### config.mk
export PLATFORM = sky130hd
export DESIGN_NAME = rtu_frame_builder_crc16
export DESIGN_NICKNAME = d
export VERILOG_FILES = /design/src/rfb_pkg.sv /design/src/rfb_front.sv /design/src/rfb_queue.sv /design/src/rfb_back.sv /design/src/rtu_frame_builder_crc16.sv
export SDC_FILE = /design/constraint.sdc
export NUM_CORES = 1
export LEC_CHECK = 0
export BUFFER_PORTS_ARGS = -buffer_cell sky130_fd_sc_hd__buf_2
export CAP_MARGIN = 20
export CORE_UTILIZATION = 50
export CTS_BUF_LIST = sky130_fd_sc_hd__clkbuf_8
export CTS_CLUSTER_SIZE = 20
export DETAILED_ROUTE_END_ITERATION = 10
export PLACE_DENSITY = 0.71
export SKIP_LAST_GASP = 1
export SLEW_MARGIN = 20
export SYNTH_ARGS = -nofsm -noshare
export SYNTH_HDL_FRONTEND = slang
export SYNTH_SLANG_ARGS = --single-unit
### constraint.sdc
create_clock -name clk -period 3.8 [get_ports clk]
set_clock_uncertainty 0.1 [all_clocks]
set_input_delay 0.19 -clock clk [delete_from_list [all_inputs] [get_ports clk]]
set_output_delay 0.19 -clock clk [all_outputs]
set_load 0.005 [all_outputs]
### src/rfb_pkg.sv
// Package for the RTU frame builder: job format between front and back,
// status codes, CRC constants and the byte-wide CRC update.
// No dependencies.
package rfb_pkg;

	// Default configuration
	localparam int MAX_WORDS_DEF   = 64;
	localparam int QUEUE_DEPTH_DEF = 2;

	// Field widths
	localparam int OP_W   = 2;
	localparam int BYTE_W = 8;
	localparam int WORD_W = 16;
	localparam int ST_W   = 2;
	localparam int CNT_W  = 8;   // a validated count is at most MAX_WORDS
	localparam int IDX_W  = 3;   // longest job is eight bytes

	// Operation codes
	localparam logic [OP_W-1:0] OP_READ_REQ  = 2'd0;
	localparam logic [OP_W-1:0] OP_READ_RSP  = 2'd1;
	localparam logic [OP_W-1:0] OP_WRITE_REQ = 2'd2;
	localparam logic [OP_W-1:0] OP_DATA      = 2'd3;

	// Status codes
	localparam logic [ST_W-1:0] ST_OK        = 2'd0;
	localparam logic [ST_W-1:0] ST_BAD_COUNT = 2'd1;
	localparam logic [ST_W-1:0] ST_SEQUENCE  = 2'd2;

	// CRC and protocol constants
	localparam logic [WORD_W-1:0] CRC_INIT        = 16'hFFFF;
	localparam logic [WORD_W-1:0] CRC_POLY        = 16'hA001;
	localparam logic [BYTE_W-1:0] SINGLE_WRITE_FC = 8'd6;

	// Job kinds decided by the front end
	typedef enum logic [2:0] {
		K_ERR,
		K_RDREQ,
		K_RDRSP,
		K_WRSGL,
		K_WRMUL,
		K_DATA
	} kind_t;

	typedef struct packed {
		kind_t              kind;
		logic [ST_W-1:0]    status;
		logic               last_word;
		logic [BYTE_W-1:0]  slave;
		logic [BYTE_W-1:0]  fc;
		logic [WORD_W-1:0]  addr;
		logic [CNT_W-1:0]   cnt;
		logic [WORD_W-1:0]  val;
	} job_t;

	// Fold one byte into the reflected CRC-16
	function automatic logic [WORD_W-1:0] crc_feed(input logic [WORD_W-1:0] crc,
			input logic [BYTE_W-1:0] b);
		logic [WORD_W-1:0] c;
		c = crc ^ {8'h00, b};
		for (int k = 0; k < 8; k++) begin
			if (c[0]) begin
				c = (c >> 1) ^ CRC_POLY;
			end else begin
				c = c >> 1;
			end
		end
		return c;
	endfunction

endpackage

### src/rfb_front.sv
// Front end of the RTU frame builder: accepts items, checks sequence and
// count, tracks the open frame and issues one job per item.
// Depends on rfb_pkg.
module rfb_front import rfb_pkg::*; #(
	parameter int MAX_WORDS = MAX_WORDS_DEF
) (
	input  logic              clk,
	input  logic              arst_n,
	input  logic              in_valid,
	output logic              in_ready,
	input  logic [OP_W-1:0]   operation,
	input  logic [BYTE_W-1:0] slave_address,
	input  logic [BYTE_W-1:0] func_code,
	input  logic [WORD_W-1:0] register_address,
	input  logic [WORD_W-1:0] register_count,
	input  logic [WORD_W-1:0] word_value,
	output logic              job_valid,
	input  logic              job_ready,
	output job_t              job
);

	localparam int WL_W = $clog2(MAX_WORDS + 1);

	logic            frame_open_q;
	logic [WL_W-1:0] words_left_q;
	logic            frame_open_d;
	logic [WL_W-1:0] words_left_d;
	logic            accept;
	logic            bad_count;

	assign in_ready  = job_ready;
	assign job_valid = in_valid;
	assign accept    = in_valid && job_ready;
	assign bad_count = (register_count == '0) || (register_count > WORD_W'(MAX_WORDS));

	// Classify the item and compute the next frame state
	always_comb begin
		job.kind      = K_ERR;
		job.status    = ST_OK;
		job.last_word = (words_left_q == WL_W'(1));
		job.slave     = slave_address;
		job.fc        = func_code;
		job.addr      = register_address;
		job.cnt       = register_count[CNT_W-1:0];
		job.val       = word_value;
		frame_open_d  = frame_open_q;
		words_left_d  = words_left_q;
		if (operation == OP_DATA) begin
			if (!frame_open_q || words_left_q == '0) begin
				job.status = ST_SEQUENCE;
			end else begin
				job.kind     = K_DATA;
				words_left_d = words_left_q - WL_W'(1);
				frame_open_d = (words_left_q != WL_W'(1));
			end
		end else if (frame_open_q) begin
			job.status = ST_SEQUENCE;
		end else if (bad_count) begin
			job.status = ST_BAD_COUNT;
		end else begin
			unique case (operation)
				OP_READ_REQ: begin
					job.kind = K_RDREQ;
				end
				OP_READ_RSP: begin
					job.kind     = K_RDRSP;
					frame_open_d = 1'b1;
					words_left_d = register_count[WL_W-1:0];
				end
				default: begin
					if (func_code == SINGLE_WRITE_FC) begin
						job.kind = K_WRSGL;
					end else begin
						job.kind     = K_WRMUL;
						frame_open_d = 1'b1;
						words_left_d = register_count[WL_W-1:0];
					end
				end
			endcase
		end
	end

	// Hold frame state, advance on each accepted item
	always_ff @(posedge clk or negedge arst_n) begin
		if (!arst_n) begin
			frame_open_q <= 1'b0;
			words_left_q <= '0;
		end else if (accept) begin
			frame_open_q <= frame_open_d;
			words_left_q <= words_left_d;
		end
	end

	a_open_has_words: assert property (@(posedge clk) disable iff (!arst_n)
		frame_open_q |-> words_left_q != '0)
		else $error("open frame with no words left");

	a_closed_no_words: assert property (@(posedge clk) disable iff (!arst_n)
		!frame_open_q |-> words_left_q == '0)
		else $error("closed frame with words left");

	a_last_word_closes: assert property (@(posedge clk) disable iff (!arst_n)
		accept && job.kind == K_DATA && job.last_word |=> !frame_open_q)
		else $error("frame still open after last data word");

endmodule

### src/rfb_queue.sv
// Job queue between front and back end of the RTU frame builder.
// Small register FIFO of job_t entries. Depends on rfb_pkg.
module rfb_queue import rfb_pkg::*; #(
	parameter int DEPTH = QUEUE_DEPTH_DEF
) (
	input  logic clk,
	input  logic arst_n,
	input  logic push_valid,
	output logic push_ready,
	input  job_t push_job,
	output logic pop_valid,
	input  logic pop,
	output job_t pop_job
);

	localparam int PTR_W = (DEPTH > 1) ? $clog2(DEPTH) : 1;
	localparam int CNT_W = $clog2(DEPTH + 1);

	job_t             mem_q [DEPTH];
	logic [PTR_W-1:0] wr_ptr_q;
	logic [PTR_W-1:0] rd_ptr_q;
	logic [CNT_W-1:0] count_q;
	logic             do_push;
	logic             do_pop;

	assign push_ready = (count_q != CNT_W'(DEPTH));
	assign pop_valid  = (count_q != '0);
	assign pop_job    = mem_q[rd_ptr_q];
	assign do_push    = push_valid && push_ready;
	assign do_pop     = pop && pop_valid;

	// Store entries
	always_ff @(posedge clk) begin
		if (do_push) begin
			mem_q[wr_ptr_q] <= push_job;
		end
	end

	// Advance pointers and fill count
	always_ff @(posedge clk or negedge arst_n) begin
		if (!arst_n) begin
			wr_ptr_q <= '0;
			rd_ptr_q <= '0;
			count_q  <= '0;
		end else begin
			if (do_push) begin
				wr_ptr_q <= (wr_ptr_q == PTR_W'(DEPTH - 1)) ? '0 : wr_ptr_q + PTR_W'(1);
			end
			if (do_pop) begin
				rd_ptr_q <= (rd_ptr_q == PTR_W'(DEPTH - 1)) ? '0 : rd_ptr_q + PTR_W'(1);
			end
			if (do_push && !do_pop) begin
				count_q <= count_q + CNT_W'(1);
			end else if (do_pop && !do_push) begin
				count_q <= count_q - CNT_W'(1);
			end
		end
	end

	a_count_range: assert property (@(posedge clk) disable iff (!arst_n)
		count_q <= CNT_W'(DEPTH))
		else $error("queue count out of range");

	a_pop_only_valid: assert property (@(posedge clk) disable iff (!arst_n)
		pop |-> pop_valid)
		else $error("pop from empty queue");

	a_ptrs_match_empty: assert property (@(posedge clk) disable iff (!arst_n)
		count_q == '0 |-> wr_ptr_q == rd_ptr_q)
		else $error("empty queue with unequal pointers");

endmodule

### src/rfb_back.sv
// Back end of the RTU frame builder: serializes each job into line bytes,
// one per cycle unless the output stalls, keeps the running CRC and
// drives the output register. Depends on rfb_pkg.
module rfb_back import rfb_pkg::*; (
	input  logic              clk,
	input  logic              arst_n,
	input  logic              job_valid,
	input  job_t              job,
	output logic              job_pop,
	output logic              out_valid,
	input  logic              out_ready,
	output logic [BYTE_W-1:0] frame_byte,
	output logic              last_byte,
	output logic [ST_W-1:0]   status
);

	logic [IDX_W-1:0]  idx_q;
	logic [WORD_W-1:0] crc_q;
	logic              out_valid_q;
	logic [BYTE_W-1:0] frame_byte_q;
	logic              last_byte_q;
	logic [ST_W-1:0]   status_q;

	logic [BYTE_W-1:0] data_byte;
	logic              sel_crc_lo;
	logic              sel_crc_hi;
	logic              job_end;
	logic              is_err;
	logic              step;
	logic [BYTE_W-1:0] byte_d;
	logic [BYTE_W-1:0] cnt_x2;

	assign cnt_x2 = {job.cnt[CNT_W-2:0], 1'b0};
	assign is_err = (job.kind == K_ERR);
	assign step   = job_valid && (!out_valid_q || out_ready);
	assign job_pop = step && job_end;

	// Decode the byte for this job and position
	always_comb begin
		data_byte  = '0;
		sel_crc_lo = 1'b0;
		sel_crc_hi = 1'b0;
		job_end    = 1'b0;
		unique case (job.kind)
			K_DATA: begin
				case (idx_q)
					3'd0: data_byte = job.val[15:8];
					3'd1: begin
						data_byte = job.val[7:0];
						job_end   = !job.last_word;
					end
					3'd2: sel_crc_lo = 1'b1;
					default: begin
						sel_crc_hi = 1'b1;
						job_end    = 1'b1;
					end
				endcase
			end
			K_RDRSP: begin
				case (idx_q)
					3'd0: data_byte = job.slave;
					3'd1: data_byte = job.fc;
					default: begin
						data_byte = cnt_x2;
						job_end   = 1'b1;
					end
				endcase
			end
			K_RDREQ, K_WRSGL, K_WRMUL: begin
				case (idx_q)
					3'd0: data_byte = job.slave;
					3'd1: data_byte = job.fc;
					3'd2: data_byte = job.addr[15:8];
					3'd3: data_byte = job.addr[7:0];
					3'd4: data_byte = (job.kind == K_WRSGL) ? job.val[15:8] : 8'h00;
					3'd5: data_byte = (job.kind == K_WRSGL) ? job.val[7:0] : job.cnt;
					3'd6: begin
						if (job.kind == K_WRMUL) begin
							data_byte = cnt_x2;
							job_end   = 1'b1;
						end else begin
							sel_crc_lo = 1'b1;
						end
					end
					default: begin
						sel_crc_hi = 1'b1;
						job_end    = 1'b1;
					end
				endcase
			end
			default: begin
				job_end = 1'b1;
			end
		endcase
	end

	assign byte_d = sel_crc_lo ? crc_q[7:0] : (sel_crc_hi ? crc_q[15:8] : data_byte);

	// Advance byte position and CRC
	always_ff @(posedge clk or negedge arst_n) begin
		if (!arst_n) begin
			idx_q <= '0;
			crc_q <= CRC_INIT;
		end else if (step) begin
			idx_q <= job_end ? '0 : idx_q + IDX_W'(1);
			if (sel_crc_hi) begin
				crc_q <= CRC_INIT;
			end else if (!sel_crc_lo && !is_err) begin
				crc_q <= crc_feed(crc_q, data_byte);
			end
		end
	end

	// Hold the output register until the request is taken
	always_ff @(posedge clk or negedge arst_n) begin
		if (!arst_n) begin
			out_valid_q <= 1'b0;
		end else if (step) begin
			out_valid_q <= 1'b1;
		end else if (out_ready) begin
			out_valid_q <= 1'b0;
		end
	end

	always_ff @(posedge clk) begin
		if (step) begin
			frame_byte_q <= is_err ? '0 : byte_d;
			last_byte_q  <= is_err || sel_crc_hi;
			status_q     <= is_err ? job.status : ST_OK;
		end
	end

	assign out_valid  = out_valid_q;
	assign frame_byte = frame_byte_q;
	assign last_byte  = last_byte_q;
	assign status     = status_q;

	a_err_shape: assert property (@(posedge clk) disable iff (!arst_n)
		out_valid_q && status_q != ST_OK |-> last_byte_q && frame_byte_q == '0)
		else $error("error result not a single zero last byte");

	a_crc_restart: assert property (@(posedge clk) disable iff (!arst_n)
		step && sel_crc_hi |=> crc_q == CRC_INIT)
		else $error("CRC not restarted after frame end");

	a_job_held: assert property (@(posedge clk) disable iff (!arst_n)
		idx_q != '0 |-> job_valid)
		else $error("job left the queue while in progress");

endmodule

### src/rtu_frame_builder_crc16.sv
// Top level of the RTU frame builder with CRC-16.
// Connects rfb_front, rfb_queue and rfb_back. Depends on rfb_pkg.
//
// Usage:
//   Input items arrive on s_axis: tuser carries the operation (read request,
//   read response, write request, data word), tdata the header fields and
//   the data word. Each accepted item yields one or more line bytes on
//   m_axis: tdata is the byte, tlast marks the final byte of a frame or an
//   error result, tuser carries the status (ok, bad count, out of sequence).
//   The front end checks each item in the cycle it is accepted and queues a
//   job; the back end emits one byte per cycle unless m_axis stalls, and folds
//   payload bytes into the reflected CRC-16, which closes each frame low byte
//   first. With the back end idle, an accepted item is written into the job
//   queue and its first byte is then registered into the output register.
//   Throughput: one line byte per cycle unless m_axis stalls; a data word
//   gives two bytes (four with the closing CRC) and a full header up to eight;
//   the byte serializer in the back end sets the rate. The front keeps
//   accepting while the job queue has room.
//   Reset clears the frame state, the queue and the output register; the
//   CRC restarts at all ones. When m_axis_tready is low the output byte
//   holds, the back end stops, and s_axis_tready falls once the queue fills.
module rtu_frame_builder_crc16 import rfb_pkg::*; #(
	parameter int MAX_WORDS   = MAX_WORDS_DEF,
	parameter int QUEUE_DEPTH = QUEUE_DEPTH_DEF
) (
	input  logic        clk,
	input  logic        arst_n,
	input  logic        s_axis_tvalid,
	output logic        s_axis_tready,
	// slave_address[7:0], func_code[15:8], register_address[31:16],
	// register_count[47:32], word_value[63:48]
	input  logic [63:0] s_axis_tdata,
	// operation[1:0]
	input  logic [1:0]  s_axis_tuser,
	output logic        m_axis_tvalid,
	input  logic        m_axis_tready,
	// frame_byte[7:0]
	output logic [7:0]  m_axis_tdata,
	// last_byte
	output logic        m_axis_tlast,
	// status[1:0]
	output logic [1:0]  m_axis_tuser
);

	logic front_valid;
	logic front_ready;
	job_t front_job;
	logic back_valid;
	logic back_pop;
	job_t back_job;

	// Accept and classify items
	rfb_front #(
		.MAX_WORDS(MAX_WORDS)
	) u_front (
		.clk             (clk),
		.arst_n          (arst_n),
		.in_valid        (s_axis_tvalid),
		.in_ready        (s_axis_tready),
		.operation       (s_axis_tuser),
		.slave_address   (s_axis_tdata[7:0]),
		.func_code       (s_axis_tdata[15:8]),
		.register_address(s_axis_tdata[31:16]),
		.register_count  (s_axis_tdata[47:32]),
		.word_value      (s_axis_tdata[63:48]),
		.job_valid       (front_valid),
		.job_ready       (front_ready),
		.job             (front_job)
	);

	// Buffer jobs between the two halves
	rfb_queue #(
		.DEPTH(QUEUE_DEPTH)
	) u_queue (
		.clk       (clk),
		.arst_n    (arst_n),
		.push_valid(front_valid),
		.push_ready(front_ready),
		.push_job  (front_job),
		.pop_valid (back_valid),
		.pop       (back_pop),
		.pop_job   (back_job)
	);

	// Serialize jobs into line bytes
	rfb_back u_back (
		.clk       (clk),
		.arst_n    (arst_n),
		.job_valid (back_valid),
		.job       (back_job),
		.job_pop   (back_pop),
		.out_valid (m_axis_tvalid),
		.out_ready (m_axis_tready),
		.frame_byte(m_axis_tdata),
		.last_byte (m_axis_tlast),
		.status    (m_axis_tuser)
	);

endmodule
==> results.md <==
* Final setup margin at approximately 0.18 ns
* R2R Path Start: u_queue.rd_ptr_q
* Simple-Gate Fraction of Synth Area at 0.0830
* Top delay family on crit path: compound AO/OA/AOI/OAI gates
* Root Buffer: clkbuf_8
* Final min period at between 3 and 4 ns
* Internal Dissipation at approximately 5.2 mW
* CTS tree: yes
* Global-route wire length before repair at 28700 um
* Sw Share at 0.367
* Initial core utilization at 0.518
* Antenna cells at 0
* Ranking of synthesized cells by area: edfxtp_1 (51%), mux2i_1 (5.9%), dfstp_2 (5.3%)
* Syn_area_per_cell at around 13 sq um
* Clock-pin transition on the worst setup and hold timing paths at ~0.08 ns
* WL met2 at 8950 um
* Pins Over Slew Limit at 0
* Synthesized cell area at approximately 8000 sq um
* Overall Power at around 8.3 mW
* Ys flop type: edfxtp_1
* Post-synthesis async set-or-reset flop share at 0.192
* Cell leakage power at approximately 3.7 nW
* Fin area at around 9600 sq um
* WL met3 at about 1000 um
* Number of flops mapped to enable cells by yosys at ~140
* Combinational share of power at 0.504
* RR Endpoint: u_back.crc_q[14]
* HP Start: s_axis_tvalid
* Wirelength per Cell at between 15 and 20 um
* Post-DP HPWL at 12900 um
* Compound-Gate Fraction of Synth Area at 0.127
* CP required at just over 4 ns
* Site Rows at 45
* Worst Reg-to-Reg Cells at 10
* Synth-to-Final Area Change at 20.6%
* Clock sinks at around 170
* Setup tns final at 0 ns
* Hold EP: u_queue.wr_ptr_q
* Final Routed Wirelength at between 15000 and 20000 um
* Worst Path Arrival at roughly 3.9 ns
* Switching power of the nets at 3.03 mW
* Final worst path period share at 0.953
* Sequential share of the synthesized area at 0.612
* Clock Power Share at 0.138
* Slew @ Worst Pin at around 0.84 ns
* Io pins at 83
* Leading area contributor after synthesis: edfxtp_1
* Worst-path cell chain: or3b_1 > a2111oi_1 > buf_4 > nor3_1 > a21oi_1 > a211oi_1 > xnor2_1 > xnor3_2 > xnor3_1 > o22a_1
* Hold Path Depth at 3
* Worst-Skew Late Latency at around 0.46 ns
* Finished Core Util at 0.625
* CTS buffer count at 17
* Clk buf depth at 2
* YS warnings at 0
* Fill cells at 1166
* Hold Worst Slack at roughly 0.056 ns
* Core ar. at roughly 15000 sq um
* Max Cap Violations at 0
* R2R setup slack at between 0.15 and 0.2 ns
* Initial antenna violation count at 0
* Vias in the first global route at about 5400
* Port Buffers at roughly 80
* Routability cong. at about 0.94
* Wl on met1 at ~8000 um
* Gr usage total at 0.236
* Placed instance count at between 800 and 900
* H-tree depth at 4
* Final #Nets at ~830
* Largest net degree at the start of global routing at 63
* Mux cell area share after synthesis at 0.0888
* Buf/Inv on CP at 1
* Hold Crit Class: input port to flop
* XOR/XNOR share of the synthesized area at 0.0424
* Routed Antenna Nets at 0
* GRT Residual Overflow at 0
* Synth Area in Adders at 0.0141
* Fin. Hold Viols at 0
* Die ar. at approximately 16000 sq um
* Top-area cell type share of the netlist area at 0.509
* Peak VDD IR at between 500 and 600 uV
* Seq pwr share at 0.358
* Crit path kind: flop to flop
* Status: complete, no violations
* DRT iter0 DRCs at roughly 380
* Pwr dens at 860 nW/um^2
* DP Worst Slack at -0.0251 ns
* Post-synthesis cell count at between 500 and 600
* Number of distinct library cells after synthesis at 76
* DP Area at 8670 sq um
* Crit. Startpoint: u_queue.rd_ptr_q
* Max incr delay on CP at ~0.69 ns
* Syn_nets at 670
* Die X at 128 um
* Share of post-route cells with drive strength above 1 at 0.252
* Synthesis-stage register bit count at ~170
* Final Non-Filler Cells at between 900 and 1000
* Final setup vio count at 0
* DR top layer: met4
* Die height at 128 um
* F_max at approximately 0.28 GHz
* DRT Pass-1 Iters at 8
* Crit-path max FO at 12
* Vias at about 5400
* Slew headroom at 0.443
* CP max-delay cell: a2111oi_1
* RSZ-0062 raised after global routing: no
* Vias/cell at approximately 5.6
* Main combinational cell family by area after synthesis: compound AO/OA/AOI/OAI gates
* Startpoint Class: flop
* Capturing element type of the critical path: flop
* Residual DRC at 0
-- how the worst max path moves through the flow --
stage,to,depth (start not counted)
detailed placement,u_back.crc_q[14],10
global placement,u_back.crc_q[14],10
global route,u_back.crc_q[15],10
finish,u_back.crc_q[14],10
CTS,u_back.crc_q[14],10
floorplan,u_back.crc_q[0],10
-- cells in the mapped netlist, drive strengths merged (10+ instances only) --
cell / n
edfxtp: 135
xnor2: 18
a31oi: 10
nand2: 33
inv: 20
o211ai: 11
mux2i: 47
dfstp: 16
o21ai: 25
nor2: 50
a21oi: 34
dfrtp: 16
mux2: 19
buf: 17
o22ai: 23
-- layout by cell type (no fill, tap or decap), drive strengths merged, types with 7 or more instances in the layout --
cell and count:
a211oi 8, a21oi 34, a31oi 10, buf 106, clkbuf 17, dfrtp 16
dfstp 16, dlygate4sd3 58, edfxtp 135, ha 9, inv 28, mux2 19
mux2i 47, nand2 33, nand2b 9, nor2 50, nor3 7, o211ai 11
o21ai 25, o22ai 23, xnor2 18
-- kinds of logic after synthesis --
logic type,Yosys count
buf+inv,44
compound gates,144
xor+xnor,28
mux,67
simple gates,132
fa+ha+maj,9
flops,167
-- state kept, by name, summed over array words and instances, names as in the netlist --
name / count
u_back.status: 2
u_queue.rd_ptr_q: 1
u_front.frame_open_q: 1
u_back.last_byte: 1
u_back.idx_q: 3
u_front.words_left_q: 7
u_queue.wr_ptr_q: 1
u_queue.count_q: 2
u_back.frame_byte: 8
u_back.out_valid: 1
u_queue.mem_q: 124
u_back.crc_q: 16
-- timing repair --
item,CTS,global route
setup endpoints to repair,3,3
setup buffers,0,1
hold buffers,58,0
endpoints found under the hold margin,134,0
resized for setup,1,0
pin swaps,0,1
-- routing by layer --
| layer | GRT usage | vias to the layer above |
|---|---|---|
| met5 | 0 | - |
| li1 | - | 2579 |
| met2 | 0.389 | 196 |
| met1 | 0.311 | 2652 |
| met3 | 0.0505 | 20 |
| met4 | 0.0747 | 0 |
-- final cells by class --
cell class | instances | area (sq um) | area share
Timing Repair Buffer | 164 | 1200 | 0.125
Sequential cell | 167 | 4880 | 0.508
Multi-Input combinational cell | 380 | 2840 | 0.296
Inverter | 20 | 75.1 | 0.00781
Clock buffer | 17 | 234 | 0.0244
Tap cell | 211 | 264 | 0.0275
Clock inverter | 15 | 116 | 0.0121
-- power by group through the flow --
stage / registers, mW / logic (mW) / clock network, mW
after floorplan: 2.93 / 3.17 / 0
after global placement: 2.97 / 4.01 / 0
after detailed placement: 2.99 / 4.10 / 0
after CTS: 2.95 / 4.16 / 1.16
after global routing: 3.01 / 4.51 / 1.24
final: 2.96 / 4.16 / 1.14
-- worst register-to-register path: stages, from the launching register on --
cell       delay [ns]
dfrtp_4          0.57
or3b_1           0.47
a2111oi_1        0.69
buf_4            0.22
nor3_1           0.06
a21oi_1          0.15
a211oi_1         0.10
xnor2_1          0.25
xnor3_2          0.40
xnor3_1          0.37
o22a_1           0.17
(Power assumes the default switching activity.)
